### src/rtl/hrmm_pkg.sv
`default_nettype none

package hrmm_pkg;

    // result status codes
    typedef enum logic [1:0] {
        ST_OK       = 2'd0,
        ST_EMPTY    = 2'd1,
        ST_MISMATCH = 2'd2
    } status_t;

    // configuration register indexes
    localparam int CFG_IDX_W = 2;
    localparam logic [CFG_IDX_W-1:0] REG_REGION_WIDTH  = 2'd0;
    localparam logic [CFG_IDX_W-1:0] REG_REGION_HEIGHT = 2'd1;
    localparam logic [CFG_IDX_W-1:0] REG_SCALE_Z       = 2'd2;
    localparam logic [CFG_IDX_W-1:0] REG_BASE_Z        = 2'd3;

    // field widths
    localparam int SIDE_W   = 11;
    localparam int HEIGHT_W = 16;
    localparam int COUNT_W  = 21;
    localparam int SUM_W    = 36;
    localparam int MEAN_W   = 24;
    localparam int SCALE_W  = 32;
    localparam int Z_W      = 48;

    // largest legal region side
    localparam logic [SIDE_W-1:0] MAX_SIDE = 11'd1024;

    // saturation limits
    localparam logic [COUNT_W-1:0] COUNT_MAX = '1;
    localparam logic [SUM_W-1:0]   SUM_MAX   = '1;
    localparam logic [Z_W-1:0]     Z_MAX     = {1'b0, {(Z_W-1){1'b1}}};
    localparam logic [Z_W-1:0]     Z_MIN     = {1'b1, {(Z_W-1){1'b0}}};

    // reset values
    localparam logic [HEIGHT_W-1:0] MIN_INIT   = '1;
    localparam logic [SCALE_W-1:0]  SCALE_INIT = 32'd65536;

    // the mean quotient fits in MEAN_W bits, so only that many divide steps
    localparam int DIV_STEPS = MEAN_W;

    // fraction bits dropped after the scale multiply
    localparam int Z_SHIFT = 15;

endpackage

`default_nettype wire

### src/rtl/height_region_min_max_mean_unit.sv
`default_nettype none

// channel   direction  signals                                   beat
// in        sink       in_valid/in_ready, height, end_of_region  one height sample
// out       source     out_valid/out_ready, status .. mean_z     one region result
// cfg       sink       cfg_valid/cfg_ready, cfg_index, cfg_data  one register write
//
// samples are taken one per cycle while accumulating; the last sample of a
// region starts a sequence of a status step, 24 restoring divide steps and
// three passes through the shared scale multiplier and saturating adder,
// then a load of the output register.
// error results skip the divide and multiply.
// reset sets the accumulators, configuration registers, sequencer and out_valid.
// a waiting result holds the sequencer in the final load, and intake stays
// closed until the output register frees.

module height_region_min_max_mean_unit
(
    input  wire logic                                   clk,
    input  wire logic                                   rst_n,

    input  wire logic                                   in_valid,
    output      logic                                   in_ready,
    input  wire logic [hrmm_pkg::HEIGHT_W-1:0]          height,
    input  wire logic                                   end_of_region,

    output      logic                                   out_valid,
    input  wire logic                                   out_ready,
    output      hrmm_pkg::status_t                      status,
    output      logic [hrmm_pkg::COUNT_W-1:0]           sample_count,
    output      logic [hrmm_pkg::HEIGHT_W-1:0]          min_height,
    output      logic [hrmm_pkg::HEIGHT_W-1:0]          max_height,
    output      logic [hrmm_pkg::MEAN_W-1:0]            mean_height,
    output      logic signed [hrmm_pkg::Z_W-1:0]        min_z,
    output      logic signed [hrmm_pkg::Z_W-1:0]        max_z,
    output      logic signed [hrmm_pkg::Z_W-1:0]        mean_z,

    input  wire logic                                   cfg_valid,
    output      logic                                   cfg_ready,
    input  wire logic [hrmm_pkg::CFG_IDX_W-1:0]         cfg_index,
    input  wire logic [hrmm_pkg::Z_W-1:0]               cfg_data
);

    import hrmm_pkg::*;

    typedef enum logic [2:0] {
        S_ACC,
        S_STAT,
        S_DIV,
        S_MUL,
        S_ADD,
        S_DONE
    } state_t;

    localparam int ITER_W = $clog2(DIV_STEPS);
    localparam int PROD_W = MEAN_W + SCALE_W;

    // configuration registers
    logic [SIDE_W-1:0]         region_width_reg;
    logic [SIDE_W-1:0]         region_height_reg;
    logic signed [SCALE_W-1:0] scale_z_reg;
    logic signed [Z_W-1:0]     base_z_reg;

    // running accumulators
    logic [HEIGHT_W-1:0] run_min_reg;
    logic [HEIGHT_W-1:0] run_max_reg;
    logic [SUM_W-1:0]    run_sum_reg;
    logic [COUNT_W-1:0]  run_cnt_reg;

    // snapshot of the finished region
    logic [HEIGHT_W-1:0] snap_min_reg;
    logic [HEIGHT_W-1:0] snap_max_reg;
    logic [SUM_W-1:0]    snap_sum_reg;
    logic [COUNT_W-1:0]  snap_cnt_reg;

    // divider and multiplier working registers
    logic [COUNT_W-1:0]       rem_reg;
    logic [MEAN_W-1:0]        quo_reg;
    logic [ITER_W-1:0]        iter_reg;
    logic [1:0]               zidx_reg;
    logic signed [PROD_W-1:0] prod_reg;
    logic signed [Z_W-1:0]    zmin_reg;
    logic signed [Z_W-1:0]    zmax_reg;
    logic signed [Z_W-1:0]    zmean_reg;
    status_t                  stat_reg;

    // fsm and output registers
    state_t                state_reg, state_next;
    logic                  out_valid_reg, out_valid_next;
    status_t               status_reg, status_next;
    logic [COUNT_W-1:0]    count_reg, count_next;
    logic [HEIGHT_W-1:0]   min_out_reg, min_out_next;
    logic [HEIGHT_W-1:0]   max_out_reg, max_out_next;
    logic [MEAN_W-1:0]     mean_out_reg, mean_out_next;
    logic signed [Z_W-1:0] min_z_reg, min_z_next;
    logic signed [Z_W-1:0] max_z_reg, max_z_next;
    logic signed [Z_W-1:0] mean_z_reg, mean_z_next;

    logic                       in_beat;
    logic                       load_out;
    logic [HEIGHT_W-1:0]        min_upd;
    logic [HEIGHT_W-1:0]        max_upd;
    logic [SUM_W:0]             sum_add;
    logic [SUM_W-1:0]           sum_upd;
    logic [COUNT_W-1:0]         cnt_upd;
    logic [2*SIDE_W-1:0]        area;
    status_t                    stat_calc;
    logic [COUNT_W:0]           trial;
    logic                       trial_ge;
    logic [MEAN_W-1:0]          hq8;
    logic signed [MEAN_W-1:0]   mul_a;
    logic signed [Z_W:0]        z_sum;
    logic signed [Z_W-1:0]      z_sat;

    assign in_ready  = (state_reg == S_ACC);
    assign in_beat   = in_valid && in_ready;
    assign cfg_ready = 1'b1;
    assign load_out  = (state_reg == S_DONE) && (!out_valid_reg || out_ready);

    // configuration writes
    always_ff @(posedge clk or negedge rst_n)
    begin
        if (!rst_n)
        begin
            region_width_reg  <= '0;
            region_height_reg <= '0;
            scale_z_reg       <= SCALE_INIT;
            base_z_reg        <= '0;
        end
        else if (cfg_valid)
        begin
            case (cfg_index)
                REG_REGION_WIDTH:  region_width_reg  <= cfg_data[SIDE_W-1:0];
                REG_REGION_HEIGHT: region_height_reg <= cfg_data[SIDE_W-1:0];
                REG_SCALE_Z:       scale_z_reg       <= cfg_data[SCALE_W-1:0];
                REG_BASE_Z:        base_z_reg        <= cfg_data;
                default:           ;
            endcase
        end
    end

    // accumulator update for one sample
    always_comb
    begin
        min_upd = (height < run_min_reg) ? height : run_min_reg;
        max_upd = (height > run_max_reg) ? height : run_max_reg;
        sum_add = {1'b0, run_sum_reg} + (SUM_W+1)'(height);
        sum_upd = sum_add[SUM_W] ? SUM_MAX : sum_add[SUM_W-1:0];
        cnt_upd = (run_cnt_reg == COUNT_MAX) ? run_cnt_reg : run_cnt_reg + 1'b1;
    end

    always_ff @(posedge clk or negedge rst_n)
    begin
        if (!rst_n)
        begin
            run_min_reg <= MIN_INIT;
            run_max_reg <= '0;
            run_sum_reg <= '0;
            run_cnt_reg <= '0;
        end
        else if (in_beat)
        begin
            if (end_of_region)
            begin
                run_min_reg <= MIN_INIT;
                run_max_reg <= '0;
                run_sum_reg <= '0;
                run_cnt_reg <= '0;
            end
            else
            begin
                run_min_reg <= min_upd;
                run_max_reg <= max_upd;
                run_sum_reg <= sum_upd;
                run_cnt_reg <= cnt_upd;
            end
        end
    end

    // region status from the snapshot
    always_comb
    begin
        area = (2*SIDE_W)'(region_width_reg) * (2*SIDE_W)'(region_height_reg);
        if (region_width_reg == '0 || region_height_reg == '0)
            stat_calc = ST_EMPTY;
        else if (snap_cnt_reg == COUNT_MAX || snap_sum_reg == SUM_MAX ||
                 region_width_reg > MAX_SIDE || region_height_reg > MAX_SIDE ||
                 COUNT_W'(area) != snap_cnt_reg)
            stat_calc = ST_MISMATCH;
        else
            stat_calc = ST_OK;
    end

    // restoring divide step
    always_comb
    begin
        trial    = {rem_reg, quo_reg[MEAN_W-1]};
        trial_ge = (trial >= {1'b0, snap_cnt_reg});
    end

    // shared multiplier operand: height in q.8 minus midpoint
    always_comb
    begin
        case (zidx_reg)
            2'd0:    hq8 = {snap_min_reg, 8'd0};
            2'd1:    hq8 = {snap_max_reg, 8'd0};
            default: hq8 = quo_reg;
        endcase
        mul_a = {~hq8[MEAN_W-1], hq8[MEAN_W-2:0]};
    end

    // floor shift, add base, saturate to the z range
    always_comb
    begin
        z_sum = {{(Z_W+1-(PROD_W-Z_SHIFT)){prod_reg[PROD_W-1]}}, prod_reg[PROD_W-1:Z_SHIFT]}
              + {base_z_reg[Z_W-1], base_z_reg};
        if (z_sum[Z_W] != z_sum[Z_W-1])
            z_sat = z_sum[Z_W] ? Z_MIN : Z_MAX;
        else
            z_sat = z_sum[Z_W-1:0];
    end

    // datapath working registers
    always_ff @(posedge clk)
    begin
        if (in_beat && end_of_region)
        begin
            snap_min_reg <= min_upd;
            snap_max_reg <= max_upd;
            snap_sum_reg <= sum_upd;
            snap_cnt_reg <= cnt_upd;
        end
        case (state_reg)
            S_STAT:
            begin
                stat_reg <= stat_calc;
                rem_reg  <= COUNT_W'(snap_sum_reg[SUM_W-1:SUM_W-(SUM_W+8-MEAN_W)]);
                quo_reg  <= {snap_sum_reg[MEAN_W-9:0], 8'd0};
                iter_reg <= '0;
                zidx_reg <= '0;
            end
            S_DIV:
            begin
                rem_reg  <= trial_ge ? COUNT_W'(trial - {1'b0, snap_cnt_reg})
                                     : trial[COUNT_W-1:0];
                quo_reg  <= {quo_reg[MEAN_W-2:0], trial_ge};
                iter_reg <= iter_reg + 1'b1;
            end
            S_MUL:
            begin
                prod_reg <= PROD_W'(mul_a) * PROD_W'(scale_z_reg);
            end
            S_ADD:
            begin
                case (zidx_reg)
                    2'd0:    zmin_reg  <= z_sat;
                    2'd1:    zmax_reg  <= z_sat;
                    default: zmean_reg <= z_sat;
                endcase
                zidx_reg <= zidx_reg + 1'b1;
            end
            default: ;
        endcase
    end

    // sequencer and output register
    always_comb
    begin
        state_next     = state_reg;
        out_valid_next = out_valid_reg;
        status_next    = status_reg;
        count_next     = count_reg;
        min_out_next   = min_out_reg;
        max_out_next   = max_out_reg;
        mean_out_next  = mean_out_reg;
        min_z_next     = min_z_reg;
        max_z_next     = max_z_reg;
        mean_z_next    = mean_z_reg;

        if (out_valid_reg && out_ready)
            out_valid_next = 1'b0;

        case (state_reg)
            S_ACC:
            begin
                if (in_beat && end_of_region)
                    state_next = S_STAT;
            end
            S_STAT:
            begin
                state_next = (stat_calc == ST_OK) ? S_DIV : S_DONE;
            end
            S_DIV:
            begin
                if (iter_reg == ITER_W'(DIV_STEPS - 1))
                    state_next = S_MUL;
            end
            S_MUL:
            begin
                state_next = S_ADD;
            end
            S_ADD:
            begin
                state_next = (zidx_reg == 2'd2) ? S_DONE : S_MUL;
            end
            S_DONE:
            begin
                if (load_out)
                begin
                    state_next     = S_ACC;
                    out_valid_next = 1'b1;
                    status_next    = stat_reg;
                    count_next     = snap_cnt_reg;
                    if (stat_reg == ST_OK)
                    begin
                        min_out_next  = snap_min_reg;
                        max_out_next  = snap_max_reg;
                        mean_out_next = quo_reg;
                        min_z_next    = zmin_reg;
                        max_z_next    = zmax_reg;
                        mean_z_next   = zmean_reg;
                    end
                    else
                    begin
                        min_out_next  = '0;
                        max_out_next  = '0;
                        mean_out_next = '0;
                        min_z_next    = '0;
                        max_z_next    = '0;
                        mean_z_next   = '0;
                    end
                end
            end
            default:
            begin
                state_next = S_ACC;
            end
        endcase
    end

    always_ff @(posedge clk or negedge rst_n)
    begin
        if (!rst_n)
        begin
            state_reg     <= S_ACC;
            out_valid_reg <= 1'b0;
        end
        else
        begin
            state_reg     <= state_next;
            out_valid_reg <= out_valid_next;
        end
    end

    always_ff @(posedge clk)
    begin
        status_reg   <= status_next;
        count_reg    <= count_next;
        min_out_reg  <= min_out_next;
        max_out_reg  <= max_out_next;
        mean_out_reg <= mean_out_next;
        min_z_reg    <= min_z_next;
        max_z_reg    <= max_z_next;
        mean_z_reg   <= mean_z_next;
    end

    assign out_valid    = out_valid_reg;
    assign status       = status_reg;
    assign sample_count = count_reg;
    assign min_height   = min_out_reg;
    assign max_height   = max_out_reg;
    assign mean_height  = mean_out_reg;
    assign min_z        = min_z_reg;
    assign max_z        = max_z_reg;
    assign mean_z       = mean_z_reg;

`ifndef NO_ASSERTIONS
    // last sample of a region stops intake for the result sequence
    a_last_stalls: assert property (@(posedge clk) disable iff (!rst_n)
        in_beat && end_of_region |=> !in_ready)
        else $error("intake not stopped after last sample");

    // partial remainder stays below the divisor
    a_div_rem: assert property (@(posedge clk) disable iff (!rst_n)
        state_reg == S_DIV |-> rem_reg < snap_cnt_reg)
        else $error("divide remainder out of range");

    // running min never above running max once a sample is in
    a_min_max: assert property (@(posedge clk) disable iff (!rst_n)
        run_cnt_reg != '0 |-> run_min_reg <= run_max_reg)
        else $error("running min above running max");

    // a good result has its mean between min and max
    a_mean_range: assert property (@(posedge clk) disable iff (!rst_n)
        out_valid_reg && status_reg == ST_OK |->
            mean_out_reg >= {min_out_reg, 8'd0} && mean_out_reg <= {max_out_reg, 8'd0})
        else $error("mean outside min and max");

    // an error result carries zero statistics
    a_err_zero: assert property (@(posedge clk) disable iff (!rst_n)
        out_valid_reg && status_reg != ST_OK |->
            min_out_reg == '0 && max_out_reg == '0 && mean_out_reg == '0 &&
            min_z_reg == '0 && max_z_reg == '0 && mean_z_reg == '0)
        else $error("error result with nonzero fields");
`endif

endmodule

`default_nettype wire
### config.mk
export PLATFORM = sky130hd
export DESIGN_NAME = height_region_min_max_mean_unit
export DESIGN_NICKNAME = d
export VERILOG_FILES = /design/src/rtl/hrmm_pkg.sv /design/src/rtl/height_region_min_max_mean_unit.sv
export SDC_FILE = /design/constraint.sdc
export NUM_CORES = 2
export LEC_CHECK = 0
export ABC_AREA = 1
export BUFFER_PORTS_ARGS = -buffer_cell sky130_fd_sc_hd__clkbuf_2
export CORE_ASPECT_RATIO = 0.5
export CORE_UTILIZATION = 50
export CTS_BUF_LIST = sky130_fd_sc_hd__clkbuf_8
export DETAILED_ROUTE_END_ITERATION = 7
export GPL_ROUTABILITY_DRIVEN = 0
export PLACE_DENSITY_LB_ADDON = 0.1
export SYNTH_ARGS = -nofsm -noshare
export SYNTH_HDL_FRONTEND = slang
export SYNTH_SLANG_ARGS = --single-unit
### constraint.sdc
create_clock -name clk -period 19 [get_ports clk]
set_clock_uncertainty 0.1 [all_clocks]
set_input_delay 0 -clock clk [delete_from_list [all_inputs] [get_ports clk]]
set_output_delay 0 -clock clk [all_outputs]
set_load 0.01 [all_outputs]
Word-level counts from Yosys, hierarchy flattened
Cells that the tools add are included.
{"block": "totals", "ff_bits": 761, "out_inout_bits": 226, "in_bits": 72}
{"block": "classes", "n_bitwise": 2, "reduce_logical": 30, "muxes": 27, "eq_ne": 19, "n_lt_le_gt_ge": 5, "n_mul": 2, "add_sub_neg": 6}
{"operator": "two-way mux 48 bit", "n": 2}
{"operator": "one-hot mux 24 bit (2 select lines)", "n": 2}
{"operator": "two-way mux 36 bit", "n": 2}
{"operator": "two-way mux 16 bit", "n": 4}
{"operator": "two-way mux 21 bit", "n": 3}
{"operator": "multiplier 24 x 32 -> 56 bit", "n": 1}
{"operator": "adder 41 x 48 -> 49 bit", "n": 1}
{"operator": "equality test 21 bit (second input constant)", "n": 2}
{"operator": "one-hot mux 21 bit (2 select lines)", "n": 1}
{"operator": "adder 36 x 16 -> 37 bit", "n": 1}
{"operator": "equality test 36 bit (second input constant)", "n": 1}
{"operator": "greater-or-equal comparator 22 x 21 -> 1 bit", "n": 1}
{"operator": "> comparator 11 bit (second input constant)", "n": 2}
{"operator": "logical NOT 11 bit", "n": 2}
{"operator": "adder 21 x 1 -> 21 bit (second input constant)", "n": 1}
{"operator": "multiplier 11 x 11 -> 21 bit", "n": 1}
{"operator": "!= test 21 bit", "n": 1}
{"operator": "subtractor 21 bit", "n": 1}
{"operator": "one-hot mux 3 bit (6 select lines)", "n": 1}
{"operator": "> comparator 16 bit", "n": 1}
{"operator": "< comparator 16 bit", "n": 1}
{"operator": "AND reduction 2 bit", "n": 8}
{"operator": "two-way mux 3 bit", "n": 5}
{"operator": "one-hot mux 5 bit (2 select lines)", "n": 1}
{"operator": "23 further kinds", "n": 45}

Longest topological paths before layout
{"block": "logic_depth", "ltp_word": 10, "ltp_mapped": 38, "ltp_nobuf": 36}

Worst setup path before layout
No wires, ideal clock.
{"block": "synth_timing", "kind": "flip-flop to flip-flop", "start": "reg state_reg[2]", "end": "reg max_out_reg[0], in the netlist max_height[0], enable pin", "n_path_buf": 0, "arrival_time_ns": 9.980, "setup_slack_ns": 8.111, "setup_time_ns": 0.809, "path_stages_with_launch": 5, "synth_period_minus_slack_ns": 10.889, "cell_sequence": "dfrtp_1 -> inv_1 -> nor3_1 -> inv_1 -> nor2_1"}
{"block": "synth_between", "elab_chain_cells": 3}
{"element": "from (decl)", "line": "height_region_min_max_mean_unit.sv:88", "rtl": "state_t state_reg, state_next;"}
{"element": "from (signal assigned)", "line": "height_region_min_max_mean_unit.sv:350", "rtl": "state_reg <= state_next;"}
{"element": "equality test 3 bit *", "line": "height_region_min_max_mean_unit.sv:118, height_region_min_max_mean_unit.sv:283"}
{"element": "logical AND 1 bit", "line": "height_region_min_max_mean_unit.sv:118", "rtl": "assign load_out = (state_reg == S_DONE) && (!out_valid_reg || out_ready);"}
{"element": "AND reduction 2 bit (no line) *"}
{"element": "to (signal assigned)", "line": "height_region_min_max_mean_unit.sv:360", "rtl": "max_out_reg <= max_out_next;"}
{"element": "to (decl)", "line": "height_region_min_max_mean_unit.sv:93", "rtl": "logic [HEIGHT_W-1:0] max_out_reg, max_out_next;"}
Every way passes the cells marked *; elsewhere a longest branch is shown, timed or not.
A chain may end at the register's enable or synchronous reset.

Final worst setup path
{"block": "layout_timing", "start": "reg zidx_reg[0]", "end": "reg prod_reg[48] (data pin)"}
{"block": "layout_between", "elab_chain_cells": 4, "elab_cells_between_ends": 5, "cone_classes": "mul: 1; eq/ne: 1; mux: 1; bitwise: 1; reduce/logical: 1"}
{"element": "from (decl)", "line": "height_region_min_max_mean_unit.sv:80", "rtl": "logic [1:0] zidx_reg;"}
{"element": "from (signal assigned)", "line": "height_region_min_max_mean_unit.sv:260", "rtl": "zidx_reg <= zidx_reg + 1'b1;"}
{"element": "equality test 2 x 1 -> 1 bit / logical NOT 2 bit (equally long branches)", "line": "height_region_min_max_mean_unit.sv:204", "rtl": "case (zidx_reg)"}
{"element": "one-hot mux 24 bit (2 select lines) *", "line": "height_region_min_max_mean_unit.sv:204"}
{"element": "NOT 1 bit", "line": "height_region_min_max_mean_unit.sv:209", "rtl": "mul_a = {~hq8[MEAN_W-1], hq8[MEAN_W-2:0]};"}
{"element": "multiplier 24 x 32 -> 56 bit *", "line": "height_region_min_max_mean_unit.sv:251", "rtl": "prod_reg <= PROD_W'(mul_a) * PROD_W'(scale_z_reg);"}
{"element": "to (signal assigned)", "line": "height_region_min_max_mean_unit.sv:251"}
{"element": "to (decl)", "line": "height_region_min_max_mean_unit.sv:81", "rtl": "logic signed [PROD_W-1:0] prod_reg;"}
Marked as above.

==> out/metrics.cfg <==
[worst_setup_path]
worstPathMaxFanout=27
critical_path_class=reg -> reg
crit_path_frequent_cell=fa_1
cp_slowest_cell=clkinv_1
worstPathArrival_ns=9.58
cp-end-kind=register
r2r_end=prod_reg[48]
cpPeakStageDelay_ns=1.12
worstPathRequired_ns=19.44
critPathLaunchType=register
reg2reg_from=zidx_reg[0]
r2r_slack_ns=9.86
rr_worst_depth=26

[run]
max-cap-violations=0

[min_path]
min_delay_path_depth=4
hp-class=in -> reg
hold_path_startpoint=cfg_data[9]
hold_end=scale_z_reg[9]

[clock_network]
clock_latency_ns=0.82
postCtsHoldBufs=136
cts_max_path_buffers=3
cts.sinks=746
cts_root_buf=clkbuf_8
clk_pin_slew_ns=0.07
postCtsSetupBuffers=0
cts_made_buffers=107
cts_tree=built
htreeDepth=3
cts_resized=0

[synthesis]
ys_ff_latch=746
synth_cells=7361
yosysTopAreaCellShare_pct=26.1
ys.flop_type=edfxtp_1
ys_types=66
yosys-top-cells-area=fa_1, edfxtp_1, inv_1, nand2_1, dfrtp_1
syn_area_per_cell_sq_um=8.99
synth_area_sq_um=66200
synthesis.nets=8622
ys_warn_count=0
synth_edf_count=551
yosysTopAreaCell=fa_1
synthArstFlopShare_pct=26.1
yosysSeqAreaShare_pct=32.4

[global_routing]
grt_pass1_wl_um=312000
gr-total-overflow=0
grt_use_total_pct=31.2
grt_pass1_vias=50700
grt_start_max_net_pins=95
antenna_found_initial=10

[floorplanning]
die_h_um=259
num_rows=93
coreArea_sq_um=130000
io_pins=298
die_x_um=516
dieArea_sq_um=134000
start_util_pct=50.9

[placed_design]
io_buffers=296
dp_hpwl_um=157000

[sta]
finalMaxSlewViolations=0
rsz0062_at_grt=no
finalCriticalPeriod_ns=9.14
tns_ns=0
finalCritPeriodShare_pct=48.1
relSlewSlack_pct=21.2
max_freq_ghz=0.109
hold_viol=0
max_slew.worst_pin.slew_ns=1.18
setup_violations=0

[cells_and_area]
nets=9012
area_growth_pct=10.8
final_layout_size_suffix_gt1_share_pct=8.20

[routing]
dr.pass1.iters=8
wirelength_um=205000
wire_per_inst_um=21.3
vias=51300
drc=1
dr.first_iter.drc_count=4993
drtAntennaViolNets=0
post_drt_via_cell_ratio=5.34

[run_status]
violations=DRC
status=finished, violations left

-- critical path, delay by kind of cell (launching register included) --
kind / cells / cell delay, ns
AO/OA/AOI/OAI: 7 / 1.85
XOR/XNOR: 1 / 0.18
adder cells (fa/ha/maj): 9 / 4.05
buffers and inverters: 7 / 1.81
flip-flops: 1 / 0.43
AND/OR/NAND/NOR: 2 / 0.47
-- cell usage after synthesis (56+ instances only) --
master,number
clkbuf_1,205
fa_1,864
edfxtp_1,551
nand2_1,1423
xor2_1,92
dfrtp_1,178
a21oi_1,220
nand3_1,159
nand4_1,56
ha_1,325
inv_1,1667
o21ai_0,263
nor2_1,880
-- kinds of logic after synthesis --
| group | Yosys count | share of synthesized area (%) |
|---|---|---|
| AND/OR/NAND/NOR | 2648 | 16.1 |
| flip-flops | 746 | 32.4 |
| multiplexers | 16 | 0.272 |
| adder cells (fa/ha/maj) | 1189 | 32.3 |
| buffers and inverters | 1925 | 11.0 |
| other | 1 | 0.00567 |
| XOR/XNOR | 145 | 1.94 |
| AO/OA/AOI/OAI | 691 | 5.96 |
-- per-stage QoR --
stage	instances	worst slack, ns	instance area (sq um)	utilization (%)	hold slack [ns]
final	9609	9.86	73300	56.4	0.0644
after global routing	9609	9.50	73300	56.4	0.0718
after CTS	9602	10.01	73300	56.4	0.0100
after detailed placement	9263	9.93	69600	53.6	-0.0472
after global placement	9263	10.11	69600	53.6	-0.0486
after floorplan	7361	8.11	66200	-	-0.396
-- how the worst max path moves through the flow --
stage	endpoint	slack, ns	startpoint	cells after the start
2_1_floorplan	max_height[0]	8.11	state_reg[2]	4
3_3_place_gp	prod_reg[42]	10.11	zidx_reg[0]	28
3_5_place_dp	prod_reg[42]	9.93	zidx_reg[0]	28
4_1_cts	prod_reg[42]	10.01	zidx_reg[0]	28
5_1_grt	prod_reg[42]	9.50	zidx_reg[0]	28
6_report	prod_reg[48]	9.86	zidx_reg[0]	26
-- cells in the final DEF, fill, tap and decap left out, drive strengths merged, types with 16 or more instances in the layout --
cell | Yosys | layout
xnor2 | 52 | 52
nand3 | 168 | 168
o22ai | 51 | 51
nand4 | 56 | 56
nand2 | 1434 | 1434
dfrtp | 178 | 178
nor4 | 24 | 24
ha | 325 | 325
o21ai | 288 | 288
inv | 1673 | 1715
mux2 | 16 | 16
or2 | 16 | 16
clkinv | 16 | 52
nor3 | 38 | 38
dlygate4sd3 | 0 | 135
a21o | 20 | 20
a31oi | 16 | 16
nor2 | 886 | 886
o21a | 18 | 18
a21oi | 225 | 225
buf | 31 | 87
xor2 | 92 | 92
dfstp | 17 | 17
fa | 864 | 864
edfxtp | 551 | 551
a22o | 18 | 18
clkbuf | 205 | 413
-- area by class of cell --
class	instances	area, sq um
clock inverter	85	664
multi-input combinational	4690	37500
inverter	1689	6340
antenna	7	17.5
clock buffer	118	1620
tap	1757	2200
timing repair buffer	517	3510
fill	11900	56700
sequential	746	21400
-- metal layers --
| metal | vias up | GRT usage [%] | part of all wire, % |
|---|---|---|---|
| met1 | 25300 | 47.7 | 46 |
| li1 | 23300 | - | - |
| met5 | - | 0 | 0.012 |
| met4 | 4 | 7.31 | 2.4 |
| met2 | 2397 | 43.7 | 41 |
| met3 | 320 | 8.37 | 11 |
Power is left out: the tool's default activity adds up to more than one toggle a clock period on the data nets, which glitch-free logic cannot reach.
